<file path="src/hw/rtl/mnva_pkg.sv">
`timescale 1ns / 1ps

package mnva_pkg;

    localparam int VOICES = 8;
    localparam int VIDX_W = (VOICES > 1) ? $clog2(VOICES) : 1;
    localparam int CNT_W  = $clog2(VOICES + 1);

    localparam int KEYS   = 128;
    localparam int KEY_W  = 7;
    localparam int VEL_W  = 7;

    localparam logic [7:0] STATUS_MASK     = 8'hF0;
    localparam logic [7:0] STATUS_NOTE_OFF = 8'h80;
    localparam logic [7:0] STATUS_NOTE_ON  = 8'h90;

    localparam logic [1:0] FRAME_IDLE   = 2'd0;
    localparam logic [1:0] FRAME_STATUS = 2'd1;
    localparam logic [1:0] FRAME_KEY    = 2'd2;

    typedef enum logic [1:0] {
        KIND_NONE     = 2'd0,
        KIND_NOTE_OFF = 2'd1,
        KIND_NOTE_ON  = 2'd2,
        KIND_OTHER    = 2'd3
    } kind_t;

    typedef enum logic [4:0] {
        ST_IDLE  = 5'b00001,
        ST_SCAN  = 5'b00010,
        ST_REL   = 5'b00100,
        ST_DRAIN = 5'b01000,
        ST_OUT   = 5'b10000
    } state_t;

endpackage

</file>
<file path="src/hw/rtl/mnva_ram.sv">
`timescale 1ns / 1ps

module mnva_ram #(
    parameter int WIDTH = 8,
    parameter int DEPTH = 128
) (
    input  logic                     clk,
    input  logic                     wr_en,
    input  logic [$clog2(DEPTH)-1:0] wr_addr,
    input  logic [WIDTH-1:0]         wr_data,
    input  logic                     rd_en,
    input  logic [$clog2(DEPTH)-1:0] rd_addr,
    output logic [WIDTH-1:0]         rd_data
);

    logic [WIDTH-1:0] mem [DEPTH];

    always_ff @(posedge clk)
    begin
        if (wr_en)
        begin
            mem[wr_addr] <= wr_data;
        end
        if (rd_en)
        begin
            rd_data <= mem[rd_addr];
        end
    end

endmodule

</file>
<file path="src/hw/rtl/midi_note_voice_allocator.sv">
`timescale 1ns / 1ps

// channel   signals                              direction
// byte      byte_valid, byte_stall, midi_byte    in
// result    result_valid, result_stall, message_complete, event_kind,
//           note_number, note_velocity, voice_assigned, voice_index,
//           voice_stolen, busy_voices            out
//
// status and key bytes go straight to the output state; a completed message runs the
// release pass and a drain state first, and a note on runs the voice scan before that:
// one shared compare walks the voices for the free or lowest-note voice,
// then the release pass reads the key velocity memory once per voice
// reset clears framing, voice busy bits and the key velocity valid bits at once
// one result beat per byte; the block takes a byte only when idle, and a
// finished result waits in the output register while the next byte is worked on

module midi_note_voice_allocator (
    input  logic       clk,
    input  logic       rst_n,
    input  logic       byte_valid,
    output logic       byte_stall,
    input  logic [7:0] midi_byte,
    output logic       result_valid,
    input  logic       result_stall,
    output logic       message_complete,
    output logic [1:0] event_kind,
    output logic [6:0] note_number,
    output logic [6:0] note_velocity,
    output logic       voice_assigned,
    output logic [2:0] voice_index,
    output logic       voice_stolen,
    output logic [3:0] busy_voices
);

    mnva_pkg::state_t state_reg, state_next;

    logic [1:0]                  frame_pos_reg, frame_pos_next;
    logic [7:0]                  status_reg, status_next;
    logic [mnva_pkg::KEY_W-1:0]  key_hold_reg, key_hold_next;

    logic [mnva_pkg::VIDX_W-1:0] idx_reg, idx_next;
    logic [mnva_pkg::CNT_W-1:0]  busy_count_reg, busy_count_next;
    logic [mnva_pkg::VOICES-1:0] voice_busy_reg, voice_busy_next;
    logic [mnva_pkg::KEY_W-1:0]  voice_note_reg [mnva_pkg::VOICES];

    logic [mnva_pkg::KEY_W-1:0]  min_note_reg, min_note_next;
    logic [mnva_pkg::VIDX_W-1:0] min_idx_reg, min_idx_next;

    logic                        chk_valid_reg, chk_valid_next;
    logic [mnva_pkg::VIDX_W-1:0] chk_idx_reg;
    logic                        chk_busy_reg;

    logic [mnva_pkg::KEYS-1:0]   key_valid_reg;
    logic                        rd_valid_reg;

    // result being built
    logic                        res_complete_reg, res_complete_next;
    mnva_pkg::kind_t             res_kind_reg, res_kind_next;
    logic [mnva_pkg::KEY_W-1:0]  res_note_reg, res_note_next;
    logic [mnva_pkg::VEL_W-1:0]  res_vel_reg, res_vel_next;
    logic                        res_assigned_reg, res_assigned_next;
    logic [mnva_pkg::VIDX_W-1:0] res_idx_reg, res_idx_next;
    logic                        res_stolen_reg, res_stolen_next;

    logic                        out_valid_reg;

    logic                        accept;
    logic                        out_free;
    logic [7:0]                  status_kind;
    logic [mnva_pkg::VEL_W-1:0]  byte_data;
    logic                        ram_we;
    logic [mnva_pkg::VEL_W-1:0]  ram_wdata;
    logic                        ram_re;
    logic [mnva_pkg::KEY_W-1:0]  ram_raddr;
    logic [mnva_pkg::VEL_W-1:0]  ram_rdata;
    logic                        idx_last;
    logic [mnva_pkg::KEY_W-1:0]  cur_note;
    logic                        cand_less;
    logic                        assign_now;
    logic [mnva_pkg::VIDX_W-1:0] assign_idx;
    logic                        release_now;

    assign accept      = byte_valid && !byte_stall;
    assign byte_stall  = (state_reg != mnva_pkg::ST_IDLE);
    assign out_free    = !out_valid_reg || !result_stall;
    assign status_kind = status_reg & mnva_pkg::STATUS_MASK;
    assign byte_data   = midi_byte[mnva_pkg::VEL_W-1:0];
    assign idx_last    = (idx_reg == mnva_pkg::VIDX_W'(mnva_pkg::VOICES - 1));
    assign cur_note    = voice_note_reg[idx_reg];
    assign cand_less   = (idx_reg == '0) || (cur_note < min_note_reg);

    // key velocity store, written when the third byte of a note message lands
    assign ram_we    = accept && (frame_pos_reg == mnva_pkg::FRAME_KEY)
                       && ((status_kind == mnva_pkg::STATUS_NOTE_OFF)
                           || (status_kind == mnva_pkg::STATUS_NOTE_ON));
    assign ram_wdata = (status_kind == mnva_pkg::STATUS_NOTE_ON) ? byte_data : '0;
    assign ram_re    = (state_reg == mnva_pkg::ST_REL);
    assign ram_raddr = cur_note;

    mnva_ram #(
        .WIDTH (mnva_pkg::VEL_W),
        .DEPTH (mnva_pkg::KEYS)
    ) u_key_vel (
        .clk     (clk),
        .wr_en   (ram_we),
        .wr_addr (key_hold_reg),
        .wr_data (ram_wdata),
        .rd_en   (ram_re),
        .rd_addr (ram_raddr),
        .rd_data (ram_rdata)
    );

    // check stage of the release pass: voice is freed when its key has no velocity
    assign release_now = chk_valid_reg && chk_busy_reg
                         && (!rd_valid_reg || (ram_rdata == '0));

    always_comb
    begin
        state_next        = state_reg;
        frame_pos_next    = frame_pos_reg;
        status_next       = status_reg;
        key_hold_next     = key_hold_reg;
        idx_next          = idx_reg;
        min_note_next     = min_note_reg;
        min_idx_next      = min_idx_reg;
        chk_valid_next    = 1'b0;
        res_complete_next = res_complete_reg;
        res_kind_next     = res_kind_reg;
        res_note_next     = res_note_reg;
        res_vel_next      = res_vel_reg;
        res_assigned_next = res_assigned_reg;
        res_idx_next      = res_idx_reg;
        res_stolen_next   = res_stolen_reg;
        assign_now        = 1'b0;
        assign_idx        = idx_reg;

        unique case (state_reg)
            mnva_pkg::ST_IDLE:
            begin
                if (accept)
                begin
                    res_complete_next = 1'b0;
                    res_kind_next     = mnva_pkg::KIND_NONE;
                    res_note_next     = '0;
                    res_vel_next      = '0;
                    res_assigned_next = 1'b0;
                    res_idx_next      = '0;
                    res_stolen_next   = 1'b0;
                    idx_next          = '0;
                    state_next        = mnva_pkg::ST_OUT;
                    priority if (frame_pos_reg == mnva_pkg::FRAME_STATUS)
                    begin
                        key_hold_next  = byte_data;
                        frame_pos_next = mnva_pkg::FRAME_KEY;
                    end
                    else if (frame_pos_reg == mnva_pkg::FRAME_KEY)
                    begin
                        res_complete_next = 1'b1;
                        res_note_next     = key_hold_reg;
                        res_vel_next      = byte_data;
                        frame_pos_next    = mnva_pkg::FRAME_IDLE;
                        status_next       = '0;
                        state_next        = mnva_pkg::ST_REL;
                        priority if (status_kind == mnva_pkg::STATUS_NOTE_OFF)
                        begin
                            res_kind_next = mnva_pkg::KIND_NOTE_OFF;
                        end
                        else if (status_kind == mnva_pkg::STATUS_NOTE_ON)
                        begin
                            res_kind_next = mnva_pkg::KIND_NOTE_ON;
                            state_next    = mnva_pkg::ST_SCAN;
                        end
                        else
                        begin
                            res_kind_next = mnva_pkg::KIND_OTHER;
                        end
                    end
                    else
                    begin
                        frame_pos_next = mnva_pkg::FRAME_IDLE;
                        if (midi_byte != 8'd0)
                        begin
                            status_next    = midi_byte;
                            frame_pos_next = mnva_pkg::FRAME_STATUS;
                        end
                    end
                end
            end

            mnva_pkg::ST_SCAN:
            begin
                if (cand_less)
                begin
                    min_note_next = cur_note;
                    min_idx_next  = idx_reg;
                end
                priority if (!voice_busy_reg[idx_reg])
                begin
                    assign_now      = 1'b1;
                    assign_idx      = idx_reg;
                    res_stolen_next = 1'b0;
                end
                else if (idx_last)
                begin
                    assign_now      = 1'b1;
                    assign_idx      = cand_less ? idx_reg : min_idx_reg;
                    res_stolen_next = 1'b1;
                end
                else
                begin
                    idx_next = idx_reg + 1'b1;
                end
                if (assign_now)
                begin
                    res_assigned_next = 1'b1;
                    res_idx_next      = assign_idx;
                    idx_next          = '0;
                    state_next        = mnva_pkg::ST_REL;
                end
            end

            mnva_pkg::ST_REL:
            begin
                chk_valid_next = 1'b1;
                if (idx_last)
                begin
                    idx_next   = '0;
                    state_next = mnva_pkg::ST_DRAIN;
                end
                else
                begin
                    idx_next = idx_reg + 1'b1;
                end
            end

            mnva_pkg::ST_DRAIN:
            begin
                state_next = mnva_pkg::ST_OUT;
            end

            mnva_pkg::ST_OUT:
            begin
                if (out_free)
                begin
                    state_next = mnva_pkg::ST_IDLE;
                end
            end

            default:
            begin
                state_next = mnva_pkg::ST_IDLE;
            end
        endcase
    end

    always_comb
    begin
        voice_busy_next = voice_busy_reg;
        busy_count_next = busy_count_reg;
        if (assign_now)
        begin
            voice_busy_next[assign_idx] = 1'b1;
            if (!res_stolen_next)
            begin
                busy_count_next = busy_count_reg + 1'b1;
            end
        end
        if (release_now)
        begin
            voice_busy_next[chk_idx_reg] = 1'b0;
            busy_count_next = busy_count_reg - 1'b1;
        end
    end

    always_ff @(posedge clk or negedge rst_n)
    begin
        if (!rst_n)
        begin
            state_reg      <= mnva_pkg::ST_IDLE;
            frame_pos_reg  <= mnva_pkg::FRAME_IDLE;
            status_reg     <= '0;
            idx_reg        <= '0;
            busy_count_reg <= '0;
            voice_busy_reg <= '0;
            chk_valid_reg  <= 1'b0;
            key_valid_reg  <= '0;
            out_valid_reg  <= 1'b0;
        end
        else
        begin
            state_reg      <= state_next;
            frame_pos_reg  <= frame_pos_next;
            status_reg     <= status_next;
            idx_reg        <= idx_next;
            busy_count_reg <= busy_count_next;
            voice_busy_reg <= voice_busy_next;
            chk_valid_reg  <= chk_valid_next;
            if (ram_we)
            begin
                key_valid_reg[key_hold_reg] <= 1'b1;
            end
            if ((state_reg == mnva_pkg::ST_OUT) && out_free)
            begin
                out_valid_reg <= 1'b1;
            end
            else if (!result_stall)
            begin
                out_valid_reg <= 1'b0;
            end
        end
    end

    always_ff @(posedge clk)
    begin
        key_hold_reg     <= key_hold_next;
        min_note_reg     <= min_note_next;
        min_idx_reg      <= min_idx_next;
        res_complete_reg <= res_complete_next;
        res_kind_reg     <= res_kind_next;
        res_note_reg     <= res_note_next;
        res_vel_reg      <= res_vel_next;
        res_assigned_reg <= res_assigned_next;
        res_idx_reg      <= res_idx_next;
        res_stolen_reg   <= res_stolen_next;
        if (assign_now)
        begin
            voice_note_reg[assign_idx] <= res_note_reg;
        end
        if (ram_re)
        begin
            chk_idx_reg  <= idx_reg;
            chk_busy_reg <= voice_busy_reg[idx_reg];
            rd_valid_reg <= key_valid_reg[ram_raddr];
        end
        if ((state_reg == mnva_pkg::ST_OUT) && out_free)
        begin
            message_complete <= res_complete_reg;
            event_kind       <= res_kind_reg;
            note_number      <= res_note_reg;
            note_velocity    <= res_vel_reg;
            voice_assigned   <= res_assigned_reg;
            voice_index      <= 3'(res_idx_reg);
            voice_stolen     <= res_stolen_reg;
            busy_voices      <= 4'(busy_count_reg);
        end
    end

    assign result_valid = out_valid_reg;

    a_count_matches: assert property (@(posedge clk) disable iff (!rst_n)
        busy_count_reg == mnva_pkg::CNT_W'($countones(voice_busy_reg)))
        else $error("busy count out of step with voice busy bits");

    a_beat_from_out: assert property (@(posedge clk) disable iff (!rst_n)
        $rose(out_valid_reg) |-> $past(state_reg == mnva_pkg::ST_OUT))
        else $error("result beat raised outside the output state");

    a_check_after_read: assert property (@(posedge clk) disable iff (!rst_n)
        chk_valid_reg |-> $past(state_reg == mnva_pkg::ST_REL))
        else $error("release check without a velocity read");

    a_frame_legal: assert property (@(posedge clk) disable iff (!rst_n)
        frame_pos_reg != 2'd3)
        else $error("frame position out of range");

    a_accept_leaves_idle: assert property (@(posedge clk) disable iff (!rst_n)
        accept |=> (state_reg != mnva_pkg::ST_IDLE))
        else $error("accepted byte did not start work");

endmodule

</file>
<file path="config.mk">
export PLATFORM = sky130hd
export DESIGN_NAME = midi_note_voice_allocator
export DESIGN_NICKNAME = d
export VERILOG_FILES = /design/src/hw/rtl/mnva_pkg.sv /design/src/hw/rtl/mnva_ram.sv /design/src/hw/rtl/midi_note_voice_allocator.sv
export SDC_FILE = /design/constraint.sdc
export NUM_CORES = 2
export LEC_CHECK = 0
export BUFFER_PORTS_ARGS = -buffer_cell sky130_fd_sc_hd__clkbuf_2
export CAP_MARGIN = 20
export CORE_ASPECT_RATIO = 0.9
export CORE_UTILIZATION = 65
export DETAILED_ROUTE_END_ITERATION = 10
export GPL_ROUTABILITY_DRIVEN = 0
export PLACE_DENSITY = 0.82
export SLEW_MARGIN = 20
export SYNTH_ARGS = -nofsm -noshare
export SYNTH_HDL_FRONTEND = slang
export SYNTH_SLANG_ARGS = --single-unit
</file>
<file path="constraint.sdc">
create_clock -name clk -period 8.55 [get_ports clk]
set_clock_uncertainty 0.05 [all_clocks]
set_input_delay 1.2825 -clock clk [delete_from_list [all_inputs] [get_ports clk]]
set_output_delay 1.2825 -clock clk [all_outputs]
set_load 0.02 [all_outputs]
</file>
==> impl_metrics.toml <==
[clock_network]
insertion_delay_ns = 0.67
cts_max_path_buffers = 3
postCtsSetupBuffers = 0
clock-sinks = 1185
h-tree-depth = 3
cts_tree = "yes"
clkTransAtPathRegs_ns = 0.07
cts_hold_buf = 0
numCtsBuffers = 110
cts_resized = 0
cts-root-buf = "clkbuf_16"

[synthesis]
avgSynthCellArea_um2 = 15.5
synth_top_cell_by_area = "edfxtp_1"
synth_top_area_share = 0.654
synth-edff-count = 1028
ys_types = 75
synth_nets = 3064
synthArstFlopShare = 0.132
synth_ff_type = "edfxtp_1"
yosys_warnings = 0
ys_seq_elements = 1185
syn-instance-count = 3040
syn_area_mm2 = 0.0472
yosysSeqAreaShare = 0.737
synthTopCellsByArea = "edfxtp_1 65%, dfrtp_1 8.2%, mux2i_1 6.9%, a32oi_1 3.8%, nand2_1 3.8%"

[detailed_routing]
first_iter_violations = 4031
vias = 28000
vias_per_cell = 6.79
ant_nets = 0
highest_layer = "met5"
m1WireLength_um = 42300
drcViolationCount = 0
dr.pass1.iters = 8
wl_met2_um = 55000
wl_per_cell_um = 28.2
wl_met3_um = 13900
drt_wl_total_um = 116000

[floorplanning]
initial_utilization = 0.659
dieHeight_um = 258
core_mm2 = 0.0717
row_count = 93
io_pins = 40
die_w_um = 286
die-area_mm2 = 0.0737

[power]
comb_power_share = 0.141
p_per_area_mw_per_mm2 = 261
p_switching_uw = 3550
p_leak_uw = 0.0182
ir_drop_mv = 0.194
clkPwrFrac = 0.370
pwr-share-seq = 0.489
intPower_uw = 9960
p_sw_frac = 0.263

[critical_path]
cp-start-kind = "register"
r2r_slack_ns = 2.41
end_kind = "register"
crit_arrival_ns = 6.58
critical_path_class = "register to register"
cp_max_fo = 134
required_ns = 8.99

[layout]
area_growth_pct = 9.78
fillers = 4213
drive_gt1_frac = 0.144
stdcell_count = 4119
most-common-layout-cells = "1028 x edfxtp_1, 473 x nand2_1, 324 x mux2i_1"
largest_register_ffs = 896
diodes = 0
fin_nets = 3099
layout_commonest_cell = "edfxtp_1"

[timing]
worstMarginPinSlew_ns = 1.20
finalHoldViolCount = 0
finalMaxSlewViolations = 0
fmax_mhz = 163
period_minus_slack_ns = 6.14
setup_viol = 0
finalSetupTns_ns = 0
finalCritPeriodShare = 0.718
grt_setup_unrepaired = "no"
slew_headroom = 0.200

[global_route]
grt_pass1_vias = 27600
antenna_found_initial = 3
grt_pass1_wl_um = 174000
grt_max_degree = 261
grt_remaining_overflow = 0
grt_use_total = 0.317

[placed_design]
dp.cells = 3911
placement.io_buffers = 39
hpwl_um = 67200

[run]
cap_violations = 0

[outcome]
status = "finished clean"

[hold_path]
hold_path_class = "register to register"
==> cell type report <==
cell class | count | area (um2) | share of cell area
clock inverters | 59 | 628 | 0.0121
clock buffers | 147 | 3070 | 0.0593
flip-flops and latches | 1185 | 34800 | 0.671
multi-input cells | 1675 | 11500 | 0.222
repair buffers | 75 | 527 | 0.0102
inverters | 28 | 131 | 0.00254
well taps | 950 | 1190 | 0.0229
==> per-stage QoR <==
step	util	hold slack [ns]	setup slack (ns)	cell area, um2	power (uW)
floorplan	-	0.350	4.63	47200	8000
global placement	0.670	0.352	2.98	48000	8480
detailed placement	0.670	0.355	2.69	48100	8560
CTS	0.722	0.365	2.55	51800	13500
global route	0.723	0.372	2.15	51800	13800
finish	0.723	0.363	2.41	51800	13500
==> critical path, cell delays in order, from the launching register on <==
cell and delay, ns:
dfrtp_1 1.03, nor2_1 0.25, a22oi_4 0.30, nand2_8 0.40
clkinv_16 0.61, buf_16 0.52, buf_4 0.93, mux2i_1 0.22
a22oi_1 0.27, a41oi_1 0.28, a21o_1 0.27, nor4_2 0.27
==> cell usage after synthesis (3+ instances only) <==
master / count
a41oi_1: 16
a22o_1: 8
a21o_1: 11
o22a_1: 4
nor4_1: 4
clkbuf_1: 46
inv_2: 4
buf_4: 29
a32oi_1: 207
ha_1: 11
xnor2_1: 4
nor2_2: 7
or2_2: 130
nor2b_1: 7
or4_1: 9
and2_1: 15
a22oi_1: 16
mux2_2: 22
nand2b_1: 4
buf_1: 3
nand3b_1: 3
nor3_1: 17
inv_1: 23
nand2_2: 4
edfxtp_1: 1028
dfrtp_1: 155
buf_8: 4
o32a_1: 4
mux4_2: 13
nand2_1: 474
nor2_1: 169
a2111o_1: 8
o21ai_0: 12
nor4_2: 8
buf_6: 18
a21oi_1: 21
or3_1: 12
a21boi_0: 49
mux2i_1: 324
nand3_1: 15
and3_1: 10
o22ai_1: 12
nand4_1: 9
buf_2: 50
==> cells by family (layout without fill, tap and decap cells) <==
group | after synthesis | after routing | synth area share
XOR/XNOR | 5 | 5 | 0.000928
AO/OA/AOI/OAI | 391 | 391 | 0.0678
flip-flops | 1185 | 1185 | 0.737
adder cells (fa/ha/maj) | 12 | 12 | 0.00334
multiplexers | 362 | 362 | 0.0817
AND/OR/NAND/NOR | 905 | 905 | 0.0869
buffers and inverters | 180 | 309 | 0.0223
==> power by group through the flow <==
stage               registers [uW]  logic [uW]  clock network, uW
global placement              6720        1770                  0
detailed placement            6730        1840                  0
CTS                           6610        1860               5000
global route                  6620        1990               5210
finish                        6610        1900               5000
floorplan                     6730        1270                  0
==> layer usage <==
metal,vias to the layer above,track usage
met5,-,0
met4,4,0.123
met3,350,0.0721
met2,1995,0.499
met1,13900,0.436
li1,11700,-
==> final timing paths <==
path,startpoint,endpoint,cells after the start
setup / recovery,idx_reg[1],u_key_vel.rd_data[0],11
hold / removal,res_idx_reg[0],voice_index[0],0
setup reg to reg,idx_reg[1],u_key_vel.rd_data[0],11
hold reg to reg,res_idx_reg[0],voice_index[0],0
max in group asynchronous,rst_n,key_valid_reg[3],2
min in group asynchronous,rst_n,key_valid_reg[67],1
Power figures use the tool's default switching activity.
